--- src/ctt_pkg.sv ---
// shared types and constants of the countdown timer table
// no dependencies
package ctt_pkg;

  localparam int unsigned FIELD_TICK_W = 16;
  localparam int unsigned FIELD_SLOT_W = 4;
  localparam int unsigned RESULT_LIMIT = 16;
  localparam int unsigned LIMIT_W      = 5;
  localparam int unsigned QUEUE_DEPTH  = 2;
  localparam int unsigned QFILL_W      = 2;

  typedef enum logic [1:0] {
    KIND_SPAWNED = 2'd0,
    KIND_FULL    = 2'd1,
    KIND_FIRED   = 2'd2,
    KIND_IDLE    = 2'd3
  } ctt_kind_t;

  typedef struct packed {
    logic                    is_tick;
    logic                    periodic;
    logic [FIELD_TICK_W-1:0] ticks;
  } ctt_item_t;

  typedef struct packed {
    logic      valid;
    ctt_item_t item;
  } ctt_head_t;

  typedef struct packed {
    ctt_kind_t               kind;
    logic [FIELD_SLOT_W-1:0] slot;
    logic                    last;
  } ctt_result_t;

endpackage

--- src/ctt_channel_ifs.sv ---
// valid/ready channel interfaces for items and results
// depends on ctt_pkg
interface ctt_in_if;
  logic                             valid;
  logic                             ready;
  logic                             op;
  logic [ctt_pkg::FIELD_TICK_W-1:0] initial_ticks;
  logic                             periodic;
  logic [ctt_pkg::FIELD_TICK_W-1:0] tick_delta;

  modport source (output valid, op, initial_ticks, periodic, tick_delta, input ready);
  modport sink (input valid, op, initial_ticks, periodic, tick_delta, output ready);
endinterface

interface ctt_out_if;
  logic                             valid;
  logic                             ready;
  logic [1:0]                       kind;
  logic [ctt_pkg::FIELD_SLOT_W-1:0] slot;
  logic                             last;

  modport source (output valid, kind, slot, last, input ready);
  modport sink (input valid, kind, slot, last, output ready);
endinterface

--- src/countdown_timer_table_core.sv ---
// top level of the countdown timer table: front queue and back end
// depends on ctt_pkg, ctt_channel_ifs, ctt_front and ctt_back
//
//   channel  dir  beat                                           accepted when
//   in_if    in   op, initial_ticks, periodic, tick_delta        valid && ready
//   out_if   out  kind, slot, last                               valid && ready
//
// spawn: IDLE and EMIT states in the back end plus the output register, one result
// tick: list read, table read, update per active timer, plus IDLE, EMIT, output register
// a two-beat queue takes input until full while the back end works or is stalled
// out stall holds the back end in place; reset is synchronous, no clearing pass
module countdown_timer_table_core #(
  parameter int unsigned SLOTS      = 16,
  parameter int unsigned TICK_WIDTH = 16
) (
  input logic       clk,
  input logic       rst_n,
  ctt_in_if.sink    in_if,
  ctt_out_if.source out_if
);
  import ctt_pkg::*;

  ctt_head_t q_head;
  logic      q_pop;

  ctt_front u_front (
    .clk   (clk),
    .rst_n (rst_n),
    .in_if (in_if),
    .pop   (q_pop),
    .head  (q_head)
  );

  ctt_back #(
    .SLOTS      (SLOTS),
    .TICK_WIDTH (TICK_WIDTH)
  ) u_back (
    .clk    (clk),
    .rst_n  (rst_n),
    .head   (q_head),
    .pop    (q_pop),
    .out_if (out_if)
  );

endmodule

--- src/ctt_front.sv ---
// front end: accepts input beats, classifies them and queues them
// depends on ctt_pkg and ctt_in_if
module ctt_front (
  input  logic               clk,
  input  logic               rst_n,
  ctt_in_if.sink             in_if,
  input  logic               pop,
  output ctt_pkg::ctt_head_t head
);
  import ctt_pkg::*;

  ctt_item_t            entry_r [QUEUE_DEPTH];
  logic                 wr_ptr_r;
  logic                 rd_ptr_r;
  logic [QFILL_W-1:0]   fill_r;
  logic [QFILL_W-1:0]   fill_nxt;
  logic                 push;
  logic                 pop_ok;
  ctt_item_t            item_in;

  assign in_if.ready = (fill_r != QFILL_W'(QUEUE_DEPTH));
  assign push        = in_if.valid && in_if.ready;
  assign pop_ok      = pop && (fill_r != '0);

  always_comb begin
    item_in.is_tick  = in_if.op;
    item_in.periodic = in_if.op ? 1'b0 : in_if.periodic;
    item_in.ticks    = in_if.op ? in_if.tick_delta : in_if.initial_ticks;
  end

  always_comb begin
    case ({push, pop_ok})
      2'b10:   fill_nxt = fill_r + 1'b1;
      2'b01:   fill_nxt = fill_r - 1'b1;
      default: fill_nxt = fill_r;
    endcase
  end

  always_ff @(posedge clk) begin
    if (!rst_n) begin
      wr_ptr_r <= 1'b0;
      rd_ptr_r <= 1'b0;
      fill_r   <= '0;
    end else begin
      if (push) begin
        wr_ptr_r <= wr_ptr_r + 1'b1;
      end
      if (pop_ok) begin
        rd_ptr_r <= rd_ptr_r + 1'b1;
      end
      fill_r <= fill_nxt;
    end
  end

  always_ff @(posedge clk) begin
    if (push) begin
      entry_r[wr_ptr_r] <= item_in;
    end
  end

  assign head.valid = (fill_r != '0);
  assign head.item  = entry_r[rd_ptr_r];

endmodule

--- src/ctt_back.sv ---
// back end: timer table, list walk and result register
// depends on ctt_pkg and ctt_out_if
module ctt_back #(
  parameter int unsigned SLOTS      = 16,
  parameter int unsigned TICK_WIDTH = 16
) (
  input  logic               clk,
  input  logic               rst_n,
  input  ctt_pkg::ctt_head_t head,
  output logic               pop,
  ctt_out_if.source          out_if
);
  import ctt_pkg::*;

  localparam int unsigned SW = (SLOTS > 1) ? $clog2(SLOTS) : 1;
  localparam int unsigned CW = $clog2(SLOTS + 1);
  localparam int unsigned TW = TICK_WIDTH;
  localparam logic [SW:0]   SLOTS_X  = (SW + 1)'(SLOTS);
  localparam logic [CW-1:0] CNT_FULL = CW'(SLOTS);
  localparam logic [SW-1:0] LAST_IDX = SW'(SLOTS - 1);

  typedef enum logic [4:0] {
    ST_IDLE     = 5'b00001,
    ST_RD_ORDER = 5'b00010,
    ST_RD_DATA  = 5'b00100,
    ST_UPDATE   = 5'b01000,
    ST_EMIT     = 5'b10000
  } state_t;

  function automatic logic [SW-1:0] ring_add(input logic [SW-1:0] a, input logic [SW-1:0] b);
    logic [SW:0] sum;
    sum = {1'b0, a} + {1'b0, b};
    if (sum >= SLOTS_X) begin
      sum = sum - SLOTS_X;
    end
    return sum[SW-1:0];
  endfunction

  function automatic logic [FIELD_SLOT_W-1:0] slot_field(input logic [SW-1:0] s);
    logic [SW+FIELD_SLOT_W-1:0] ext;
    ext = {{FIELD_SLOT_W{1'b0}}, s};
    return ext[FIELD_SLOT_W-1:0];
  endfunction

  state_t             state_r, state_nxt;
  logic [SLOTS-1:0]   active_r, active_nxt;
  logic [CW-1:0]      count_r, count_nxt;
  logic [SW-1:0]      head_r, head_nxt;
  logic [SW-1:0]      idx_r, idx_nxt;
  logic [CW-1:0]      keep_r, keep_nxt;
  logic [TW-1:0]      elapsed_r, elapsed_nxt;
  logic [SW-1:0]      slot_r, slot_nxt;
  logic               hold_v_r, hold_v_nxt;
  logic [SW-1:0]      hold_slot_r, hold_slot_nxt;
  logic [LIMIT_W-1:0] fired_n_r, fired_n_nxt;
  ctt_result_t        res_r, res_nxt;
  logic               out_valid_r, out_valid_nxt;
  ctt_result_t        out_res_r, out_res_nxt;

  logic [TW-1:0]      rem_mem [SLOTS];
  logic [TW-1:0]      rel_mem [SLOTS];
  logic [SW-1:0]      ord_mem [SLOTS];
  logic [TW-1:0]      rem_q, rel_q;
  logic [SW-1:0]      ord_q;
  logic               rem_we, rel_we, ord_we;
  logic [SW-1:0]      rem_wa, ord_wa;
  logic [TW-1:0]      rem_wd, rel_wd;
  logic [SW-1:0]      ord_wd;
  logic [SW-1:0]      ord_ra;

  logic                       free_found;
  logic [SW-1:0]              free_slot;
  logic [TW+FIELD_TICK_W-1:0] ticks_ext;
  logic [TW-1:0]              ticks_m;
  logic [TW-1:0]              init_val;
  logic [SW-1:0]              head_dec;
  logic                       out_space;
  logic                       fire;
  logic                       fire_rep;
  logic                       walk_done;

  always_comb begin
    free_found = 1'b0;
    free_slot  = '0;
    for (int k = SLOTS - 1; k >= 0; k--) begin
      if (!active_r[k]) begin
        free_found = 1'b1;
        free_slot  = SW'(k);
      end
    end
  end

  assign ticks_ext = {{TW{1'b0}}, head.item.ticks};
  assign ticks_m   = ticks_ext[TW-1:0];
  assign init_val  = (ticks_m == '0) ? TW'(1) : ticks_m;
  assign head_dec  = (head_r == '0) ? LAST_IDX : head_r - 1'b1;
  assign out_space = !out_valid_r || out_if.ready;
  assign ord_ra    = ring_add(head_r, idx_r);
  assign fire      = (elapsed_r >= rem_q);
  assign fire_rep  = fire && (fired_n_r < LIMIT_W'(RESULT_LIMIT));
  assign walk_done = ((CW'(idx_r) + 1'b1) == count_r);

  always_comb begin
    state_nxt     = state_r;
    active_nxt    = active_r;
    count_nxt     = count_r;
    head_nxt      = head_r;
    idx_nxt       = idx_r;
    keep_nxt      = keep_r;
    elapsed_nxt   = elapsed_r;
    slot_nxt      = slot_r;
    hold_v_nxt    = hold_v_r;
    hold_slot_nxt = hold_slot_r;
    fired_n_nxt   = fired_n_r;
    res_nxt       = res_r;
    out_valid_nxt = out_valid_r && !out_if.ready;
    out_res_nxt   = out_res_r;
    pop           = 1'b0;
    rem_we        = 1'b0;
    rem_wa        = slot_r;
    rem_wd        = rem_q;
    rel_we        = 1'b0;
    rel_wd        = '0;
    ord_we        = 1'b0;
    ord_wa        = ring_add(head_r, keep_r[SW-1:0]);
    ord_wd        = slot_r;
    case (state_r)
      ST_IDLE: begin
        if (head.valid) begin
          pop = 1'b1;
          if (head.item.is_tick) begin
            elapsed_nxt = ticks_m;
            idx_nxt     = '0;
            keep_nxt    = '0;
            hold_v_nxt  = 1'b0;
            fired_n_nxt = '0;
            if (count_r == '0) begin
              res_nxt   = '{kind: KIND_IDLE, slot: '0, last: 1'b1};
              state_nxt = ST_EMIT;
            end else begin
              state_nxt = ST_RD_ORDER;
            end
          end else if (!free_found || count_r >= CNT_FULL) begin
            res_nxt   = '{kind: KIND_FULL, slot: '0, last: 1'b1};
            state_nxt = ST_EMIT;
          end else begin
            rem_we                = 1'b1;
            rem_wa                = free_slot;
            rem_wd                = init_val;
            rel_we                = 1'b1;
            rel_wd                = head.item.periodic ? init_val : '0;
            ord_we                = 1'b1;
            ord_wa                = head_dec;
            ord_wd                = free_slot;
            head_nxt              = head_dec;
            count_nxt             = count_r + 1'b1;
            active_nxt[free_slot] = 1'b1;
            res_nxt   = '{kind: KIND_SPAWNED, slot: slot_field(free_slot), last: 1'b1};
            state_nxt = ST_EMIT;
          end
        end
      end
      ST_RD_ORDER: begin
        state_nxt = ST_RD_DATA;
      end
      ST_RD_DATA: begin
        slot_nxt  = ord_q;
        state_nxt = ST_UPDATE;
      end
      ST_UPDATE: begin
        if (!(fire_rep && hold_v_r && !out_space)) begin
          if (fire_rep) begin
            if (hold_v_r) begin
              out_valid_nxt = 1'b1;
              out_res_nxt   = '{kind: KIND_FIRED, slot: slot_field(hold_slot_r), last: 1'b0};
            end
            hold_v_nxt    = 1'b1;
            hold_slot_nxt = slot_r;
            fired_n_nxt   = fired_n_r + 1'b1;
          end
          rem_we = 1'b1;
          rem_wd = fire ? rel_q : rem_q - elapsed_r;
          if (fire && rel_q == '0) begin
            active_nxt[slot_r] = 1'b0;
          end else begin
            ord_we   = 1'b1;
            keep_nxt = keep_r + 1'b1;
          end
          idx_nxt = idx_r + 1'b1;
          if (walk_done) begin
            count_nxt = keep_nxt;
            state_nxt = ST_EMIT;
            if (hold_v_nxt) begin
              res_nxt = '{kind: KIND_FIRED, slot: slot_field(hold_slot_nxt), last: 1'b1};
            end else begin
              res_nxt = '{kind: KIND_IDLE, slot: '0, last: 1'b1};
            end
          end else begin
            state_nxt = ST_RD_ORDER;
          end
        end
      end
      ST_EMIT: begin
        if (out_space) begin
          out_valid_nxt = 1'b1;
          out_res_nxt   = res_r;
          state_nxt     = ST_IDLE;
        end
      end
      default: begin
        state_nxt = ST_IDLE;
      end
    endcase
  end

  always_ff @(posedge clk) begin
    if (!rst_n) begin
      state_r     <= ST_IDLE;
      active_r    <= '0;
      count_r     <= '0;
      head_r      <= '0;
      idx_r       <= '0;
      keep_r      <= '0;
      hold_v_r    <= 1'b0;
      fired_n_r   <= '0;
      out_valid_r <= 1'b0;
    end else begin
      state_r     <= state_nxt;
      active_r    <= active_nxt;
      count_r     <= count_nxt;
      head_r      <= head_nxt;
      idx_r       <= idx_nxt;
      keep_r      <= keep_nxt;
      hold_v_r    <= hold_v_nxt;
      fired_n_r   <= fired_n_nxt;
      out_valid_r <= out_valid_nxt;
    end
  end

  always_ff @(posedge clk) begin
    elapsed_r   <= elapsed_nxt;
    slot_r      <= slot_nxt;
    hold_slot_r <= hold_slot_nxt;
    res_r       <= res_nxt;
    out_res_r   <= out_res_nxt;
  end

  // timer storage, one write and one registered read per array
  always_ff @(posedge clk) begin
    if (rem_we) begin
      rem_mem[rem_wa] <= rem_wd;
    end
    if (rel_we) begin
      rel_mem[rem_wa] <= rel_wd;
    end
    if (ord_we) begin
      ord_mem[ord_wa] <= ord_wd;
    end
    rem_q <= rem_mem[ord_q];
    rel_q <= rel_mem[ord_q];
    ord_q <= ord_mem[ord_ra];
  end

  assign out_if.valid = out_valid_r;
  assign out_if.kind  = out_res_r.kind;
  assign out_if.slot  = out_res_r.slot;
  assign out_if.last  = out_res_r.last;

endmodule

--- src/flat_wrapper.sv ---
// flat-port wrapper written by rule: the top's interface ports become plain ports
module countdown_timer_table_core_flat import ctt_pkg::*;
#(
  parameter int unsigned SLOTS      = 16,
  parameter int unsigned TICK_WIDTH = 16
)
  (clk, rst_n, in_if_valid, in_if_op, in_if_initial_ticks, in_if_periodic, in_if_tick_delta, in_if_ready, out_if_valid, out_if_kind, out_if_slot, out_if_last, out_if_ready);
  ctt_in_if in_if_i ();
  ctt_out_if out_if_i ();
  input logic clk;
  input logic rst_n;
  input wire logic [$bits(in_if_i.valid)-1:0] in_if_valid;
  input wire logic [$bits(in_if_i.op)-1:0] in_if_op;
  input wire logic [$bits(in_if_i.initial_ticks)-1:0] in_if_initial_ticks;
  input wire logic [$bits(in_if_i.periodic)-1:0] in_if_periodic;
  input wire logic [$bits(in_if_i.tick_delta)-1:0] in_if_tick_delta;
  output wire logic [$bits(in_if_i.ready)-1:0] in_if_ready;
  output wire logic [$bits(out_if_i.valid)-1:0] out_if_valid;
  output wire logic [$bits(out_if_i.kind)-1:0] out_if_kind;
  output wire logic [$bits(out_if_i.slot)-1:0] out_if_slot;
  output wire logic [$bits(out_if_i.last)-1:0] out_if_last;
  input wire logic [$bits(out_if_i.ready)-1:0] out_if_ready;
  assign in_if_i.valid = in_if_valid;
  assign in_if_i.op = in_if_op;
  assign in_if_i.initial_ticks = in_if_initial_ticks;
  assign in_if_i.periodic = in_if_periodic;
  assign in_if_i.tick_delta = in_if_tick_delta;
  assign in_if_ready = in_if_i.ready;
  assign out_if_valid = out_if_i.valid;
  assign out_if_kind = out_if_i.kind;
  assign out_if_slot = out_if_i.slot;
  assign out_if_last = out_if_i.last;
  assign out_if_i.ready = out_if_ready;
  countdown_timer_table_core #(.SLOTS(SLOTS), .TICK_WIDTH(TICK_WIDTH)) u_core (.clk(clk), .rst_n(rst_n), .in_if(in_if_i), .out_if(out_if_i));
endmodule
--- config.mk ---
export PLATFORM = sky130hd
export DESIGN_NAME = countdown_timer_table_core_flat
export DESIGN_NICKNAME = d
export VERILOG_FILES = /design/src/ctt_pkg.sv /design/src/ctt_channel_ifs.sv /design/src/countdown_timer_table_core.sv /design/src/ctt_front.sv /design/src/ctt_back.sv /design/src/flat_wrapper.sv
export SDC_FILE = /design/constraint.sdc
export NUM_CORES = 1
export LEC_CHECK = 0
export BUFFER_PORTS_ARGS = -buffer_cell sky130_fd_sc_hd__buf_2
export CORE_UTILIZATION = 37
export DETAILED_ROUTE_END_ITERATION = 12
export PLACE_DENSITY_LB_ADDON = 0.1
export SYNTH_ARGS = -nofsm -noshare
export SYNTH_HDL_FRONTEND = slang
export SYNTH_SLANG_ARGS = --single-unit
--- constraint.sdc ---
create_clock -name clk -period 3.51 [get_ports clk]
set_input_delay 0.702 -clock clk [delete_from_list [all_inputs] [get_ports clk]]
set_output_delay 0.702 -clock clk [all_outputs]
set_load 0.05 [all_outputs]
==> impl_metrics.ini <==
[power_and_ir_drop]
p_leak_nw = 11.7
powerDensity_mw_per_mm2 = 823
irDropWorstVdd_uv = 557

[worst_setup_path]
cp_slowest_cell = or3_1
endpoint_kind = flop
worstPathCellList = inv_1, ha_1, a21oi_1, o21ai_1, nor2_1, a21o_1, buf_4, a31o_2, or3_1, nor2_2, buf_4
max_stage_delay_ns = 0.50
crit_fanout = 16
crit_top_cell = buf_4
critPathRequiredTime_ns = 3.81
worst_ep_arrival_time_ns = 3.63
worstSetupStartpointType = flop
path_class = flop to flop
cp_top_family = compound AO/OA/AOI/OAI gates
critical_path_buf_inv_count = 3

[yosys]
synth_edf_count = 649
synth-compound-area-share = 0.0461
yosysMostFrequentCell = edfxtp_1
synth_top_family_by_area = multiplexers
synth.avg_cell_area_um2 = 17.9
synth_fa_ha_area_frac = 0.0146
ys_top_cells_by_area = edfxtp_1, mux4_2, dfxtp_1, nor2_1, ha_1
synth_warnings = 0
muxShareOfSynthArea = 0.154
synth_xor_area_frac = 0.00966
yosysSeqAreaShare = 0.710
synth_cells = 1673
yosys-top-cells-count = edfxtp_1, mux4_2, nor2_1, dfxtp_1, nand2_1
synthFlopType = edfxtp_1
synth_area_mm2 = 0.0299
ys_seq_elements = 736
synth_top_area_frac = 0.652
async_flop_share = 0
synth_nets = 1744
synth_cell_types = 70
synth.largest_area_cell = edfxtp_1
synth-simple-area-share = 0.0492

[cells_and_area]
area_delta_synth_final_pct = 17.3
stdcell_count = 2986
n_fill_cell = 6877
layout-drive-gt1-share = 0.287
num_antenna_cells = 0
fin_nets = 1938
post-route-util = 0.441

[timing]
final_hold_viol_count = 0
finClkSkew_ns = 0.0185
rsz0062_at_grt = true
holdWs_ns = 0.388
fmax_ghz = 0.300
tightest_slew_ns = 1.08
min_period_ns = 3.33
timing.final.crit_share = 0.949
setup_viol = 0
maxSlewViolCount = 0
max_slew_margin = 0.275
setup_slack_ns = 0.180

[die]
die_h_um = 286
num_rows = 103
fp.dieW_um = 286
io_pins = 47
core-area_mm2 = 0.0795
die_area_mm2 = 0.0820
initial_core_util = 0.376

[clock_tree]
cts_tree = done
cts_buffer_depth = 3
path_clk_slew_ns = 0.06
cts_hold_buf = 0
cts_sinks = 736
cts_max_level = 3
cts_root_buf = clkbuf_16
cts_buffers = 82
postCtsSetupRepairBufs = 0
clock_latency_ns = 0.65

[global_route]
grt_usage = 0.192
grt_start_max_net_pins = 46
grtUsageMet3 = 0.0289
gr-usage-met2 = 0.321
grtUsageMet1 = 0.263
grt_pass1_wl_mm = 115
grt.busiest_layer = met2
grt_pass1_vias = 16700
overflow = 0
antenna_found_initial = 0

[outcome]
status = finished clean

[placed_design]
portBuffers = 46
dp_slack_ns = 0.0196
globalplace.congestion = 0.853
dp_cells = 2833
dp_hpwl_mm = 49.9

[min_path]
hp-class = input pin to flop

[detailed_routing]
drc = 0
ant_nets = 0
wl_mm = 77.0
routedWlPerCell_um = 25.8
drt_iter0_markers = 1177
num_vias = 16000
drtPass1Iterations = 6
vias_per_cell = 5.37

[flow_run]
max_cap_viol_count = 0
[routing by layer]
| layer | share of wire | routed length, um | vias to the layer above |
|---|---|---|---|
| li1 | - | - | 7129 |
| met1 | 0.45 | 34400 | 8459 |
| met2 | 0.49 | 38100 | 358 |
| met3 | 0.041 | 3160 | 91 |
| met4 | 0.018 | 1350 | 0 |
| met5 | 0 | 0 | - |
[sequential cells by signal, summed over array words and instances (netlist names), 4 cells and up, named ones only]
| register | cells |
|---|---|
| u_core.u_back.rel_mem | 256 |
| u_core.u_back.rem_mem | 256 |
| u_core.u_back.ord_mem | 64 |
| u_core.u_front.entry_r | 36 |
| u_core.u_back.active_r | 16 |
| u_core.u_back.elapsed_r | 16 |
| u_core.u_back.rel_q | 16 |
| u_core.u_back.rem_q | 16 |
| u_core.u_back.res_r | 6 |
| u_core.u_back.count_r | 5 |
| u_core.u_back.fired_n_r | 5 |
| u_core.u_back.keep_r | 5 |
| u_core.u_back.state_r | 5 |
| u_core.u_back.head_r | 4 |
| u_core.u_back.hold_slot_r | 4 |
| u_core.u_back.idx_r | 4 |
| u_core.u_back.ord_q | 4 |
| u_core.u_back.out_if.slot | 4 |
| u_core.u_back.slot_r | 4 |
[path summary, 6_finish.rpt]
| kind | end | cells past startpoint | startpoint | slack [ns] |
|---|---|---|---|---|
| max | u_core.u_back.rem_mem[9][8] | 11 | u_core.u_back.elapsed_r[9] | 0.18 |
| min | u_core.u_front.entry_r[0][13] | 2 | in_if_tick_delta[13] | 0.39 |
| max reg2reg | u_core.u_back.rem_mem[9][8] | 11 | u_core.u_back.elapsed_r[9] | 0.18 |
| min reg2reg | u_core.u_back.keep_r[4] | 1 | u_core.u_back.keep_r[4] | 0.48 |
[final cells by class]
class,instances,area [um2],area share
Inverter,55,206,0.00588
Multi-Input combinational cell,813,8300,0.237
Timing Repair Buffer,179,1430,0.0408
Clock buffer,105,2170,0.0618
Tap cell,1050,1310,0.0374
Clock inverter,48,430,0.0123
Sequential cell,736,21200,0.605
[worst register-to-register path, stage by stage (launching register included)]
cell      delay (ns)
edfxtp_1        0.32
inv_1           0.04
ha_1            0.39
a21oi_1         0.10
o21ai_1         0.32
nor2_1          0.15
a21o_1          0.23
buf_4           0.19
a31o_2          0.30
or3_1           0.51
nor2_2          0.12
buf_4           0.30
[timing repair]
item	in CTS	in global routing
endpoints found under the hold margin	0	0
resized for setup	0	5
pin swaps	0	0
endpoints found under the setup margin	8	63
[kinds of logic after synthesis]
| logic type | Yosys count |
|---|---|
| fa+ha+maj | 33 |
| compound gates | 208 |
| buf+inv | 124 |
| simple gates | 302 |
| xor+xnor | 33 |
| mux | 237 |
| flops | 736 |
[stage by stage]
stage	cell area, um2	setup TNS [ns]	power (mW)
3_5_place_dp	32500	0	20.9
3_3_place_gp	32500	0	20.9
4_1_cts	35100	-0.0594	29.3
5_1_grt	35100	-0.222	30.2
6_report	35100	0	28.9
2_1_floorplan	29900	0	17.5
[power breakdown]
| part | leakage (nW) | internal, mW | total, mW | switching (mW) |
|---|---|---|---|---|
| clock network | 1.27 | 4.78 | 8.31 | 3.53 |
| registers | 6.66 | 11.1 | 11.8 | 0.725 |
| logic | 3.78 | 3.86 | 8.77 | 4.91 |
| total | 11.7 | 19.7 | 28.9 | 9.16 |
[cells in the final DEF, fill, tap and decap left out, types with 32 or more instances in the layout]
master       n
clkbuf_16   82
mux4_2     176
nand2_1     62
o21ai_0     42
buf_2       46
dfxtp_1     83
edfxtp_1   649
nor2_1      72
inv_1       54
buf_4      116
mux2_2      32
a21oi_1     33
Note: power is estimated with default switching activity, not from simulation.
